<file path="src/rtl/cdss_pkg.sv">
`timescale 1ns / 1ps

package cdss_pkg;

	// payload widths
	localparam int CYL_W   = 12;
	localparam int LAST_W  = 13;
	localparam int COUNT_W = 13;
	localparam int MOVE_W  = 19;

	localparam logic [MOVE_W-1:0] MOVE_MAX = '1;

	// apb register file
	localparam int APB_AW = 4;
	localparam int APB_DW = 32;

	typedef logic [1:0] reg_idx_t;
	localparam reg_idx_t REG_SCAN_MODE      = 2'd0;
	localparam reg_idx_t REG_CYLINDER_COUNT = 2'd1;
	localparam reg_idx_t REG_START_POSITION = 2'd2;

	localparam logic               SCAN_MODE_RST = 1'b0;
	localparam logic [COUNT_W-1:0] CYL_COUNT_RST = 13'd500;
	localparam logic [CYL_W-1:0]   START_POS_RST = 12'd85;

	// scan modes
	localparam logic MODE_CSCAN = 1'b0;
	localparam logic MODE_CLOOK = 1'b1;

	// sequencer states
	typedef enum logic [2:0] {
		ST_IDLE,
		ST_INS_RD,
		ST_INS_CMP,
		ST_FIND_RD,
		ST_FIND_CMP,
		ST_EMIT_RD,
		ST_EMIT_CALC,
		ST_WRAP
	} state_t;

endpackage

</file>
<file path="src/rtl/cdss_req_if.sv">
`timescale 1ns / 1ps

interface cdss_req_if
	import cdss_pkg::*;
();
	logic             valid;
	logic             ready;
	logic [CYL_W-1:0] request_cylinder;
	logic             last_request;

	modport source (output valid, request_cylinder, last_request, input ready);
	modport sink (input valid, request_cylinder, last_request, output ready);
endinterface

</file>
<file path="src/rtl/cdss_res_if.sv">
`timescale 1ns / 1ps

interface cdss_res_if
	import cdss_pkg::*;
();
	logic              valid;
	logic              ready;
	logic [CYL_W-1:0]  served_cylinder;
	logic [MOVE_W-1:0] movement_total;
	logic              end_of_order;
	logic              requests_dropped;

	modport source (output valid, served_cylinder, movement_total, end_of_order,
		requests_dropped, input ready);
	modport sink (input valid, served_cylinder, movement_total, end_of_order,
		requests_dropped, output ready);
endinterface

</file>
<file path="src/rtl/circular_disk_seek_scheduler_core.sv">
`timescale 1ns / 1ps

// Circular (C-SCAN / C-LOOK) disk seek scheduler.
// Request words arrive on req: one cylinder each, the last word of a batch
// marked by last_request. Each word is saturated to the last cylinder and
// placed in sorted order in a request memory by an insertion sequencer that
// compares and shifts one entry at a time (a read state, then a compare
// state), so a word holds req off until it is in place.
// A word arriving once the memory is full is dropped and flags the batch.
// After the marked word the sequencer scans for the first entry at or above
// the start position, reading and comparing each entry below it, then emits
// result words on res, each read and then calculated: upper requests
// ascending, then lower ones, each with the running head-movement total from
// a shared difference and saturating add unit, with a wrap state between.
// req.ready is high only while the sequencer is idle. A single output
// register holds each result; while res stalls the sequencer waits on it,
// and a new batch is taken while the final result still waits.
// Write registers over the APB port only while idle; the block does not check.
// Reset (arst_n low) empties the batch and restores register defaults;
// the request memory needs no clearing.
module circular_disk_seek_scheduler_core
	import cdss_pkg::*;
#(
	parameter int MAX_REQUESTS  = 64,
	parameter int MAX_CYLINDERS = 4096
) (
	input  logic              clk,
	input  logic              arst_n,
	cdss_req_if.sink          req,
	cdss_res_if.source        res,
	input  logic              psel,
	input  logic              penable,
	input  logic              pwrite,
	input  logic [APB_AW-1:0] paddr,
	input  logic [APB_DW-1:0] pwdata,
	output logic [APB_DW-1:0] prdata,
	output logic              pready
);

	localparam int IDX_W = (MAX_REQUESTS > 1) ? $clog2(MAX_REQUESTS) : 1;
	localparam int CNT_W = $clog2(MAX_REQUESTS + 1);
	localparam logic [CNT_W-1:0] CNT_MAX = CNT_W'(MAX_REQUESTS);
	localparam logic [16:0]      CYL_MAX = 17'(MAX_CYLINDERS);

	// configuration registers
	logic               scan_mode_q;
	logic [COUNT_W-1:0] cyl_count_q;
	logic [CYL_W-1:0]   start_pos_q;

	// sequencer and datapath registers
	state_t            state_q, state_d;
	logic [CNT_W-1:0]  count_q;
	logic [CNT_W-1:0]  f_q;
	logic [IDX_W-1:0]  j_q;
	logic [IDX_W-1:0]  i_q;
	logic [CYL_W-1:0]  val_q;
	logic              mark_q;
	logic              over_q;
	logic              upper_q;
	logic              skip_q;
	logic [LAST_W-1:0] head_q;
	logic [MOVE_W-1:0] sum_q;

	// request memory
	logic [CYL_W-1:0] mem_q [MAX_REQUESTS];
	logic [CYL_W-1:0] rd_data_q;
	logic             mem_we;
	logic [IDX_W-1:0] mem_wa;
	logic [CYL_W-1:0] mem_wd;
	logic             rd_en;
	logic [IDX_W-1:0] rd_addr;

	// output register
	logic              out_valid_q;
	logic [CYL_W-1:0]  out_cyl_q;
	logic [MOVE_W-1:0] out_total_q;
	logic              out_end_q;
	logic              out_drop_q;

	// control strobes
	logic prep;
	logic out_load;
	logic finish;
	logic out_free;

	// derived values
	logic [16:0]       cnt_ext;
	logic [16:0]       cnt_clamp;
	logic [LAST_W-1:0] last_cyl;
	logic [CYL_W-1:0]  in_sat;
	logic [CYL_W-1:0]  start_sat;
	logic              cfg_wr;
	logic              in_acc;
	logic              ins_gt;
	logic              found;
	logic              i_last_n;
	logic              i_last_f;
	logic              end_flag;

	// shared movement unit
	logic [LAST_W-1:0] mv_tgt;
	logic [LAST_W-1:0] mv_diff;
	logic [MOVE_W:0]   mv_wide;
	logic [MOVE_W-1:0] mv_sum;

	// last cylinder from the clamped count
	always_comb begin
		cnt_ext = 17'(cyl_count_q);
		if (cnt_ext < 17'd2) begin
			cnt_clamp = 17'd2;
		end else if (cnt_ext > CYL_MAX) begin
			cnt_clamp = CYL_MAX;
		end else begin
			cnt_clamp = cnt_ext;
		end
		last_cyl = LAST_W'(cnt_clamp - 17'd1);
	end

	// saturation of request and start cylinders
	assign in_sat    = ({1'b0, req.request_cylinder} > last_cyl) ? CYL_W'(last_cyl)
		: req.request_cylinder;
	assign start_sat = ({1'b0, start_pos_q} > last_cyl) ? CYL_W'(last_cyl) : start_pos_q;

	// apb register port
	assign pready = 1'b1;
	assign cfg_wr = psel && penable && pwrite;

	always_comb begin
		unique case (paddr[3:2])
			REG_SCAN_MODE:      prdata = APB_DW'(scan_mode_q);
			REG_CYLINDER_COUNT: prdata = APB_DW'(cyl_count_q);
			REG_START_POSITION: prdata = APB_DW'(start_pos_q);
			default:            prdata = '0;
		endcase
	end

	always_ff @(posedge clk or negedge arst_n) begin
		if (!arst_n) begin
			scan_mode_q <= SCAN_MODE_RST;
			cyl_count_q <= CYL_COUNT_RST;
			start_pos_q <= START_POS_RST;
		end else if (cfg_wr) begin
			unique case (paddr[3:2])
				REG_SCAN_MODE:      scan_mode_q <= pwdata[0];
				REG_CYLINDER_COUNT: cyl_count_q <= pwdata[COUNT_W-1:0];
				REG_START_POSITION: start_pos_q <= pwdata[CYL_W-1:0];
				default: ;
			endcase
		end
	end

	// handshakes
	assign req.ready = (state_q == ST_IDLE);
	assign in_acc    = req.valid && req.ready;
	assign out_free  = !out_valid_q || res.ready;

	// compare results
	assign ins_gt   = rd_data_q > val_q;
	assign found    = rd_data_q >= start_sat;
	assign i_last_n = (CNT_W'(i_q) + CNT_W'(1)) == count_q;
	assign i_last_f = (CNT_W'(i_q) + CNT_W'(1)) == f_q;
	assign end_flag = upper_q ? ((f_q == '0) && i_last_n) : i_last_f;

	// difference and saturating add, shared by emission and wrap sweep
	always_comb begin
		mv_tgt = (state_q == ST_WRAP) ? last_cyl : {1'b0, rd_data_q};
		if (skip_q && (state_q != ST_WRAP)) begin
			mv_diff = '0;
		end else if (head_q > mv_tgt) begin
			mv_diff = head_q - mv_tgt;
		end else begin
			mv_diff = mv_tgt - head_q;
		end
		mv_wide = {1'b0, sum_q} + (MOVE_W + 1)'(mv_diff);
		mv_sum  = mv_wide[MOVE_W] ? MOVE_MAX : mv_wide[MOVE_W-1:0];
	end

	// state register
	always_ff @(posedge clk or negedge arst_n) begin
		if (!arst_n) begin
			state_q <= ST_IDLE;
		end else begin
			state_q <= state_d;
		end
	end

	// next state and strobes
	always_comb begin
		state_d  = state_q;
		mem_we   = 1'b0;
		mem_wa   = j_q;
		mem_wd   = val_q;
		rd_en    = 1'b0;
		rd_addr  = i_q;
		prep     = 1'b0;
		out_load = 1'b0;
		finish   = 1'b0;
		unique case (state_q)
			ST_IDLE: begin
				if (in_acc) begin
					if (count_q < CNT_MAX) begin
						state_d = ST_INS_RD;
					end else if (req.last_request) begin
						state_d = ST_FIND_RD;
						prep    = 1'b1;
					end
				end
			end
			ST_INS_RD: begin
				if (j_q == '0) begin
					mem_we = 1'b1;
					if (mark_q) begin
						state_d = ST_FIND_RD;
						prep    = 1'b1;
					end else begin
						state_d = ST_IDLE;
					end
				end else begin
					rd_en   = 1'b1;
					rd_addr = j_q - IDX_W'(1);
					state_d = ST_INS_CMP;
				end
			end
			ST_INS_CMP: begin
				mem_we = 1'b1;
				if (ins_gt) begin
					mem_wd  = rd_data_q;
					state_d = ST_INS_RD;
				end else if (mark_q) begin
					state_d = ST_FIND_RD;
					prep    = 1'b1;
				end else begin
					state_d = ST_IDLE;
				end
			end
			ST_FIND_RD: begin
				rd_en   = 1'b1;
				state_d = ST_FIND_CMP;
			end
			ST_FIND_CMP: begin
				if (found) begin
					state_d = ST_EMIT_CALC;
				end else if (i_last_n) begin
					state_d = ST_WRAP;
				end else begin
					state_d = ST_FIND_RD;
				end
			end
			ST_EMIT_RD: begin
				rd_en   = 1'b1;
				state_d = ST_EMIT_CALC;
			end
			ST_EMIT_CALC: begin
				if (out_free) begin
					out_load = 1'b1;
					if (upper_q && i_last_n) begin
						if (f_q == '0) begin
							finish  = 1'b1;
							state_d = ST_IDLE;
						end else begin
							state_d = ST_WRAP;
						end
					end else if (!upper_q && i_last_f) begin
						finish  = 1'b1;
						state_d = ST_IDLE;
					end else begin
						state_d = ST_EMIT_RD;
					end
				end
			end
			ST_WRAP: begin
				state_d = ST_EMIT_RD;
			end
			default: state_d = ST_IDLE;
		endcase
	end

	// batch control and head tracking
	always_ff @(posedge clk or negedge arst_n) begin
		if (!arst_n) begin
			count_q <= '0;
			over_q  <= 1'b0;
			mark_q  <= 1'b0;
			upper_q <= 1'b1;
			skip_q  <= 1'b0;
			f_q     <= '0;
			j_q     <= '0;
			i_q     <= '0;
			head_q  <= '0;
			sum_q   <= '0;
		end else begin
			if (in_acc) begin
				mark_q <= req.last_request;
				if (count_q < CNT_MAX) begin
					j_q     <= IDX_W'(count_q);
					count_q <= count_q + CNT_W'(1);
				end else begin
					over_q <= 1'b1;
				end
			end
			if ((state_q == ST_INS_CMP) && ins_gt) begin
				j_q <= j_q - IDX_W'(1);
			end
			if (prep) begin
				i_q     <= '0;
				upper_q <= 1'b1;
				skip_q  <= 1'b0;
				head_q  <= {1'b0, start_sat};
				sum_q   <= '0;
			end
			if (state_q == ST_FIND_CMP) begin
				if (found) begin
					f_q <= CNT_W'(i_q);
				end else if (i_last_n) begin
					f_q <= count_q;
				end else begin
					i_q <= i_q + IDX_W'(1);
				end
			end
			if (state_q == ST_WRAP) begin
				upper_q <= 1'b0;
				i_q     <= '0;
				if (scan_mode_q == MODE_CSCAN) begin
					sum_q  <= mv_sum;
					head_q <= '0;
				end else begin
					skip_q <= 1'b1;
				end
			end
			if (out_load) begin
				head_q <= {1'b0, rd_data_q};
				sum_q  <= mv_sum;
				skip_q <= 1'b0;
				i_q    <= i_q + IDX_W'(1);
			end
			if (finish) begin
				count_q <= '0;
				over_q  <= 1'b0;
			end
		end
	end

	// payload registers with no reset
	always_ff @(posedge clk) begin
		if (in_acc) begin
			val_q <= in_sat;
		end
	end

	// request memory, registered read
	always_ff @(posedge clk) begin
		if (mem_we) begin
			mem_q[mem_wa] <= mem_wd;
		end
		if (rd_en) begin
			rd_data_q <= mem_q[rd_addr];
		end
	end

	// output word register
	always_ff @(posedge clk or negedge arst_n) begin
		if (!arst_n) begin
			out_valid_q <= 1'b0;
		end else if (out_load) begin
			out_valid_q <= 1'b1;
		end else if (res.ready) begin
			out_valid_q <= 1'b0;
		end
	end

	always_ff @(posedge clk) begin
		if (out_load) begin
			out_cyl_q   <= rd_data_q;
			out_total_q <= mv_sum;
			out_end_q   <= end_flag;
			out_drop_q  <= over_q;
		end
	end

	assign res.valid            = out_valid_q;
	assign res.served_cylinder  = out_cyl_q;
	assign res.movement_total   = out_total_q;
	assign res.end_of_order     = out_end_q;
	assign res.requests_dropped = out_drop_q;

endmodule

</file>
<file path="src/flat_wrapper.sv">
// flat-port wrapper written by rule: the top's interface ports become plain ports
module circular_disk_seek_scheduler_core_flat import cdss_pkg::*;
#(
	parameter int MAX_REQUESTS  = 64,
	parameter int MAX_CYLINDERS = 4096
)
  (clk, arst_n, psel, penable, pwrite, paddr, pwdata, prdata, pready, req_valid, req_request_cylinder, req_last_request, req_ready, res_valid, res_served_cylinder, res_movement_total, res_end_of_order, res_requests_dropped, res_ready);
  cdss_req_if req_i ();
  cdss_res_if res_i ();
  input  logic clk;
  input  logic arst_n;
  input  logic psel;
  input  logic penable;
  input  logic pwrite;
  input  logic [APB_AW-1:0] paddr;
  input  logic [APB_DW-1:0] pwdata;
  output logic [APB_DW-1:0] prdata;
  output logic pready;
  input wire logic [$bits(req_i.valid)-1:0] req_valid;
  input wire logic [$bits(req_i.request_cylinder)-1:0] req_request_cylinder;
  input wire logic [$bits(req_i.last_request)-1:0] req_last_request;
  output wire logic [$bits(req_i.ready)-1:0] req_ready;
  output wire logic [$bits(res_i.valid)-1:0] res_valid;
  output wire logic [$bits(res_i.served_cylinder)-1:0] res_served_cylinder;
  output wire logic [$bits(res_i.movement_total)-1:0] res_movement_total;
  output wire logic [$bits(res_i.end_of_order)-1:0] res_end_of_order;
  output wire logic [$bits(res_i.requests_dropped)-1:0] res_requests_dropped;
  input wire logic [$bits(res_i.ready)-1:0] res_ready;
  assign req_i.valid = req_valid;
  assign req_i.request_cylinder = req_request_cylinder;
  assign req_i.last_request = req_last_request;
  assign req_ready = req_i.ready;
  assign res_valid = res_i.valid;
  assign res_served_cylinder = res_i.served_cylinder;
  assign res_movement_total = res_i.movement_total;
  assign res_end_of_order = res_i.end_of_order;
  assign res_requests_dropped = res_i.requests_dropped;
  assign res_i.ready = res_ready;
  circular_disk_seek_scheduler_core #(.MAX_REQUESTS(MAX_REQUESTS), .MAX_CYLINDERS(MAX_CYLINDERS)) u_core (.clk(clk), .arst_n(arst_n), .req(req_i), .res(res_i), .psel(psel), .penable(penable), .pwrite(pwrite), .paddr(paddr), .pwdata(pwdata), .prdata(prdata), .pready(pready));
endmodule
</file>
<file path="config.mk">
export PLATFORM = sky130hd
export DESIGN_NAME = circular_disk_seek_scheduler_core_flat
export DESIGN_NICKNAME = d
export VERILOG_FILES = /design/src/rtl/cdss_pkg.sv /design/src/rtl/cdss_req_if.sv /design/src/rtl/cdss_res_if.sv /design/src/rtl/circular_disk_seek_scheduler_core.sv /design/src/flat_wrapper.sv
export SDC_FILE = /design/constraint.sdc
export NUM_CORES = 1
export LEC_CHECK = 0
export ABC_CLOCK_PERIOD_IN_PS = 8300
export BUFFER_PORTS_ARGS = -buffer_cell sky130_fd_sc_hd__buf_2
export CORE_MARGIN = 2
export CORE_UTILIZATION = 57
export CTS_BUF_LIST = sky130_fd_sc_hd__clkbuf_4 sky130_fd_sc_hd__clkbuf_8
export DETAILED_ROUTE_END_ITERATION = 16
export PLACE_DENSITY_LB_ADDON = 0.3
export SLEW_MARGIN = 25
export SYNTH_ARGS = -nofsm -noshare
export SYNTH_HDL_FRONTEND = slang
export SYNTH_SLANG_ARGS = --single-unit
</file>
<file path="constraint.sdc">
create_clock -name clk -period 8.3 [get_ports clk]
set_input_delay 0.415 -clock clk [delete_from_list [all_inputs] [get_ports clk]]
set_output_delay 0.415 -clock clk [all_outputs]
set_load 0.005 [all_outputs]
</file>
==> results of run 1 <==
## metrics by stage
step	hold slack [ps]	cell area [um2]	utilization
final	68.3	45900	0.642
after global routing	43.9	45900	0.642
after CTS	11.3	45800	0.640
after detailed placement	437	42600	0.596
after global placement	429	42600	0.595
after floorplan	119	41200	-
## what timing repair did
action / CTS / global route
gates resized for setup: 0 / 3
hold buffers: 26 / 0
endpoints found under the hold margin: 75 / 0
setup endpoints to repair: 0 / 24
## worst max path at each step
stage | from | end | slack (ps)
final | u_core.cyl_count_q[3] | u_core.res.movement_total[15] | 710
after global placement | u_core.cyl_count_q[3] | u_core.sum_q[11] | 730
after detailed placement | u_core.cyl_count_q[3] | u_core.res.movement_total[15] | 630
after CTS | u_core.cyl_count_q[3] | u_core.sum_q[5] | 560
after global routing | u_core.cyl_count_q[3] | u_core.sum_q[16] | 80
after floorplan | u_core.cyl_count_q[3] | u_core.res.movement_total[16] | 950
## routing by layer
layer  global-route usage  part of all wire  up-vias
li1                     -                 -    11700
met1                0.348              0.40    13000
met2                0.445              0.50     1106
met3               0.0512             0.071      236
met4                0.119             0.037        2
met5                    0           0.00013        -
## layout by cell type, fill, tap and decap left out, types with 27 or more instances in the layout
| cell | synthesis | layout |
|---|---|---|
| clkbuf_4 | 0 | 53 |
| a21o_1 | 39 | 39 |
| clkinv_1 | 1 | 39 |
| a21oi_1 | 76 | 75 |
| ha_1 | 91 | 90 |
| mux2i_1 | 241 | 241 |
| buf_4 | 39 | 59 |
| nor2b_1 | 40 | 39 |
| nand3_1 | 130 | 130 |
| buf_2 | 35 | 81 |
| clkbuf_8 | 0 | 152 |
| mux4_2 | 46 | 46 |
| edfxtp_1 | 825 | 825 |
| nand2_1 | 344 | 343 |
| inv_1 | 74 | 74 |
| o22ai_1 | 27 | 27 |
| nor2_1 | 168 | 118 |
| mux2_2 | 43 | 43 |
| o21ai_0 | 104 | 92 |
| dfrtp_1 | 81 | 81 |
| nand4_1 | 61 | 61 |
| nor2_2 | 0 | 50 |
## layout make-up
class	count	area, um2
Sequential cell	917	27100
Antenna cell	1	2.50
Multi-Input combinational cell	1833	13200
Inverter	76	285
Fill cell	5154	25600
Clock inverter	66	410
Clock buffer	205	2490
Timing Repair Buffer	170	1190
Tap cell	950	1190
## registers in the layout, indices dropped and copies added (netlist names), 3 cells and up
signal,flops
u_core.i_q,6
u_core.head_q,13
u_core.mem_q,768
u_core.rd_data_q,12
u_core.state_q,3
u_core.val_q,12
u_core.res.movement_total,19
u_core.cyl_count_q,13
u_core.sum_q,19
u_core.count_q,7
u_core.start_pos_q,12
u_core.j_q,6
u_core.res.served_cylinder,12
u_core.f_q,7
## critical path: cells and delay by family (launching register included)
kind,cells,cell delay [ps]
muxes,1,340
AOI/OAI and AO/OA,10,2430
and+or+nand+nor,12,2620
adders and majority gates,3,1050
buffers and inverters,2,260
xor gates and xnor gates,1,160
DFF,1,450
## power groups by stage
stage | combinational (mW) | sequential [mW] | clock (mW)
after floorplan | 4.71 | 5.92 | 0
after global placement | 6.20 | 6.07 | 0
after detailed placement | 6.35 | 6.08 | 0
after CTS | 6.40 | 5.99 | 3.86
after global routing | 7.11 | 6.02 | 4.07
final | 6.48 | 6.00 | 3.81
## Yosys cell counts (all sizes together), types with 5 or more instances
master,number
a31oi,20
mux2i,241
ha,91
a21boi,15
clkbuf,96
a221oi,14
a21oi,80
mux4,46
a21o,39
buf,93
mux2,44
a32oi,11
and2,9
o21a,12
a41oi,6
a22o,16
or2,7
o211ai,13
a211oi,12
dfstp,11
edfxtp,825
nor3b,8
inv,75
o221ai,12
nor4,27
nor2b,40
and3,24
nand4,61
dfrtp,81
nand3b,7
o21bai,8
nor3,20
o22ai,27
o21ai,121
or3,16
o31ai,5
xnor2,25
o2bb2ai,5
xor2,18
nor2,168
nand2b,15
nand3,130
nand2,344
## cell families (layout without fill, tap and decap cells)
| group | count (synthesis) | after routing | synth area share |
|---|---|---|---|
| buffers and inverters | 265 | 517 | 0.0310 |
| XOR/XNOR | 44 | 44 | 0.00970 |
| adder cells (fa/ha/maj) | 94 | 94 | 0.0291 |
| other | 2 | 21 | 0.000182 |
| flip-flops | 917 | 917 | 0.658 |
| AO/OA/AOI/OAI | 449 | 449 | 0.0733 |
| AND/OR/NAND/NOR | 895 | 895 | 0.103 |
| multiplexers | 331 | 331 | 0.0959 |
==> impl_metrics.yaml, run 1 <==
timing:
  tns_ps: 0
  maxSlewViolCount: 0
  hold_viol: 0
  setup_viol: 0
  period_minus_slack_ps: 7590
  rsz0062_at_grt: "no"
  fin_crit_sh: 0.914
  slew_headroom: 0.302
  fmax_ghz: 0.132
  setup_slack_ps: 713
  tightestPinTransition_ps: 1040
  finClkSkew_ps: 47.1
layout:
  drive_above_1_share: 0.178
  area_growth_pct: 11.5
  final_nets: 3297
  fin_cells: 4218
synth:
  synth_edf_count: 825
  synth_cell_types: 97
  ys.flop_type: "edfxtp_1"
  synth-seq-cells: 917
  async_flop_share: 0.100
  syn-cell-area_um2: 41200
  yosys.area.top_type: "edfxtp_1"
  synth_top_area_frac: 0.602
  syn_inst: 2997
  ys_seq_area_frac: 0.658
  yosysWarnings: 0
  synth_area_leaders: "edfxtp_1, mux2i_1, dfrtp_1, nand2_1, ha_1"
  avgSynthCellArea_um2: 13.7
global_route:
  first_global_vias: 25700
  grt_pass1_wl_mm: 151
  grt_max_degree: 168
  grtUsageTotal: 0.269
  antenna_found_initial: 2
  grt_overflow_total: 0
route:
  drt-initial-drc-count: 2843
  viasPerCell: 6.15
  drc: 0
  vias: 26000
  wl_mm: 99.8
  ant_nets: 0
  first_pass_iters: 6
  wl_per_cell_um: 23.7
clocking:
  cts-htree-levels: 4
  cts_setup_buffers: 0
  cts-root-buf: "clkbuf_8"
  cts_buffer_depth: 3
  path_clk_slew_ps: 60
  cts_sinks: 917
  cts_tree: "done"
  cts_buffers: 149
  clk_latency_ps: 820
power_and_ir_drop:
  pwr-share-clk: 0.234
  p_int_mw: 10.1
  leakagePower_nw: 16.4
  p_total_mw: 16.3
  power.switching_mw: 6.17
  vdd_drop_max_mv: 0.416
  p_comb_frac: 0.398
  p_per_area_nw_per_um2: 355
  p_sw_frac: 0.379
  p_seq_frac: 0.368
critical_path:
  crit_slowest_cell: "or4_1"
  crit_fanout: 13
  reg2reg_to: "u_core.res.movement_total[15]"
  cp.required_ps: 8830
  reg2reg_slack_ps: 710
  cp-end-kind: "flip-flop"
  reg2reg_depth: 29
  critPathMaxStageDelay_ps: 530
  critPathLaunchType: "flip-flop"
  arrival_ps: 8110
  cp_common_cell: "nand3_1"
  path_class: "flip-flop to flip-flop"
  r2r_start: "u_core.cyl_count_q[3]"
run:
  cap_violations: 0
worst_hold_path:
  hold_path.class: "input pin to flip-flop"
  whs_path_depth: 2
  worst_hold_path.endpoint: "u_core.val_q[3]"
  min_from: "req_request_cylinder[3]"
die:
  dieArea_um2: 74400
  dieHeight_um: 273
  core_um2: 71500
  rows: 98
  die_w_um: 273
  initial_core_util: 0.576
  io_pins: 124
placement:
  gp_congestion: 0.893
  portBuffers: 82
  dpl.cell_count: 3920
  place_hpwl_mm: 61.1
  pre_cts_ws_ps: 633
outcome:
  outcome: "finished clean"
Power figures use the tool's default switching activity.
==> inputs of run 2 (changes only) <==
PLACE_DENSITY = 0.74   (was default)
PLACE_DENSITY_LB_ADDON = default   (was 0.3)
==> run 2 against run 1 <==
Effect of this change:
- flip-flop and latch count is the same
- design area grew 0.10%
- highest routed layer is now met4
- first-iteration DRC count shrank 1.7%
- clock skew shrank 6.5 ps
- sequential share of layout area shrank 0.060 points
- via count shrank 0.26%
- combinational power is essentially flat
- wire length grew 0.58%
- clock power grew 3%
- fmax shrank 3.6%
==> impl_metrics.yaml, run 2 (synthesized netlist as in run 1, its figures left out) <==
worst_hold_path:
  hold_path.class: "input pin to flip-flop"
power_and_ir_drop:
  p_per_area_nw_per_um2: 357
  vdd_drop_max_mv: 0.376
  leakagePower_nw: 16.5
route:
  first_pass_iters: 7
  wl_per_cell_um: 23.8
  drt-initial-drc-count: 2795
  wl_mm: 100
  drc: 0
  viasPerCell: 6.15
  ant_nets: 0
  vias: 25900
layout:
  regMostFlops: "u_core.mem_q"
  final_nets: 3290
  seq_area_um2: 27100
  multiInputGateArea_um2: 13200
  area_growth_pct: 11.6
  largest_reg_flops: 768
  final_common_cell: "edfxtp_1"
  final_cell_mix: "edfxtp_1, nand2_1, mux2i_1"
  drive_above_1_share: 0.180
  nFillCells: 5157
critical_path:
  worst-path-buf-inv: 2
  cp-end-kind: "flip-flop"
  critPathLaunchType: "flip-flop"
  arrival_ps: 8400
  crit_fanout: 13
  path_class: "flip-flop to flip-flop"
  critPathMaxStageDelay_ps: 540
  critPathTopFamily: "simple AND/OR/NAND/NOR gates"
  crit_slowest_cell: "or4_1"
  cp.required_ps: 8830
placement:
  gp_congestion: 0.889
  place_hpwl_mm: 61.3
  pre_cts_ws_ps: 576
  portBuffers: 82
timing:
  tns_ps: 0
  setup_slack_ps: 428
  maxSlewViolCount: 0
  fin_crit_sh: 0.948
  slew_headroom: 0.304
  tightestPinTransition_ps: 1040
  setup_viol: 0
  hold_viol: 0
  finClkSkew_ps: 40.6
  fmax_ghz: 0.127
  period_minus_slack_ps: 7870
  holdWs_ps: 99.4
  rsz0062_at_grt: "no"
global_route:
  first_global_vias: 25900
  antenna_found_initial: 1
  grt_overflow_total: 0
  grt_pass1_wl_mm: 152
  grt_max_degree: 130
  grtUsageTotal: 0.271
die:
  dieArea_um2: 74400
  core_um2: 71500
  rows: 98
  dieHeight_um: 273
  die_w_um: 273
  initial_core_util: 0.576
  io_pins: 124
clocking:
  cts_buffer_depth: 3
  clk_latency_ps: 810
  cts-htree-levels: 4
  cts_buffers: 148
  cts_tree: "done"
  hold_buffers: 28
  ctsResizeCount: 0
  path_clk_slew_ps: 60
  cts_setup_buffers: 0
  cts_sinks: 917
  cts-root-buf: "clkbuf_8"
outcome:
  outcome: "finished clean"
run:
  cap_violations: 0
==> run 2: cell count changes in the layout (fill, tap and decap cells not counted), moves of 3 or more <==
| cell | delta |
|---|---|
| nor2_2 | +3 |
| clkinv_1 | -12 |
| clkinv_2 | +6 |
| clkbuf_4 | +4 |
| nor2_1 | -3 |
| bufinv_16 | +3 |
| buf_4 | -7 |
==> run 2: where the power goes <==
group,total (mW),internal (mW),leakage (nW),switching (mW)
Sequential,6.01,5.64,8.57,0.373
Clock,3.92,2.12,1.59,1.80
Combinational,6.45,2.46,6.33,3.99
==> run 2: cell type report <==
cell class	count	area share
Tap cell	950	0.0259
Clock inverter	62	0.00984
Timing Repair Buffer	164	0.0247
Clock buffer	210	0.0552
Sequential cell	917	0.590
Multi-Input combinational cell	1833	0.288
Antenna cell	1	0.0000545
Inverter	76	0.00621
==> run 2: stage by stage <==
step	std cells	power (mW)	util	area (um2)
2_1_floorplan	3015	10.6	-	41200
3_3_place_gp	3912	12.2	0.594	42500
3_5_place_dp	3912	12.4	0.595	42600
4_1_cts	4212	16.3	0.641	45800
5_1_grt	4213	17.3	0.642	45900
6_report	4213	16.4	0.642	45900
==> run 2: per-layer routing <==
layer / vias to the layer above / share of wire / track usage
met5: - / 0 / 0
li1: 11600 / - / -
met1: 12900 / 0.39 / 0.348
met3: 255 / 0.076 / 0.0537
met4: 0 / 0.042 / 0.123
met2: 1143 / 0.49 / 0.448
==> run 2: tightest hold or removal path, stage by stage <==
cell,delay [ps]
buf_2,120
inv_1,50
mux2i_1,120
==> run 2: worst paths after layout <==
path,startpoint,endpoint,slack [ps],cells after the start
worst max register to register,u_core.cyl_count_q[3],u_core.res.movement_total[15],430,27
worst min register to register,u_core.over_q,u_core.res.requests_dropped,470,0
worst min-delay path,req_request_cylinder[9],u_core.val_q[9],100,3
worst max-delay path,u_core.cyl_count_q[3],u_core.res.movement_total[15],430,27
min in group asynchronous,arst_n,u_core.start_pos_q[9],120,2
max in group asynchronous,arst_n,u_core.i_q[1],7010,3
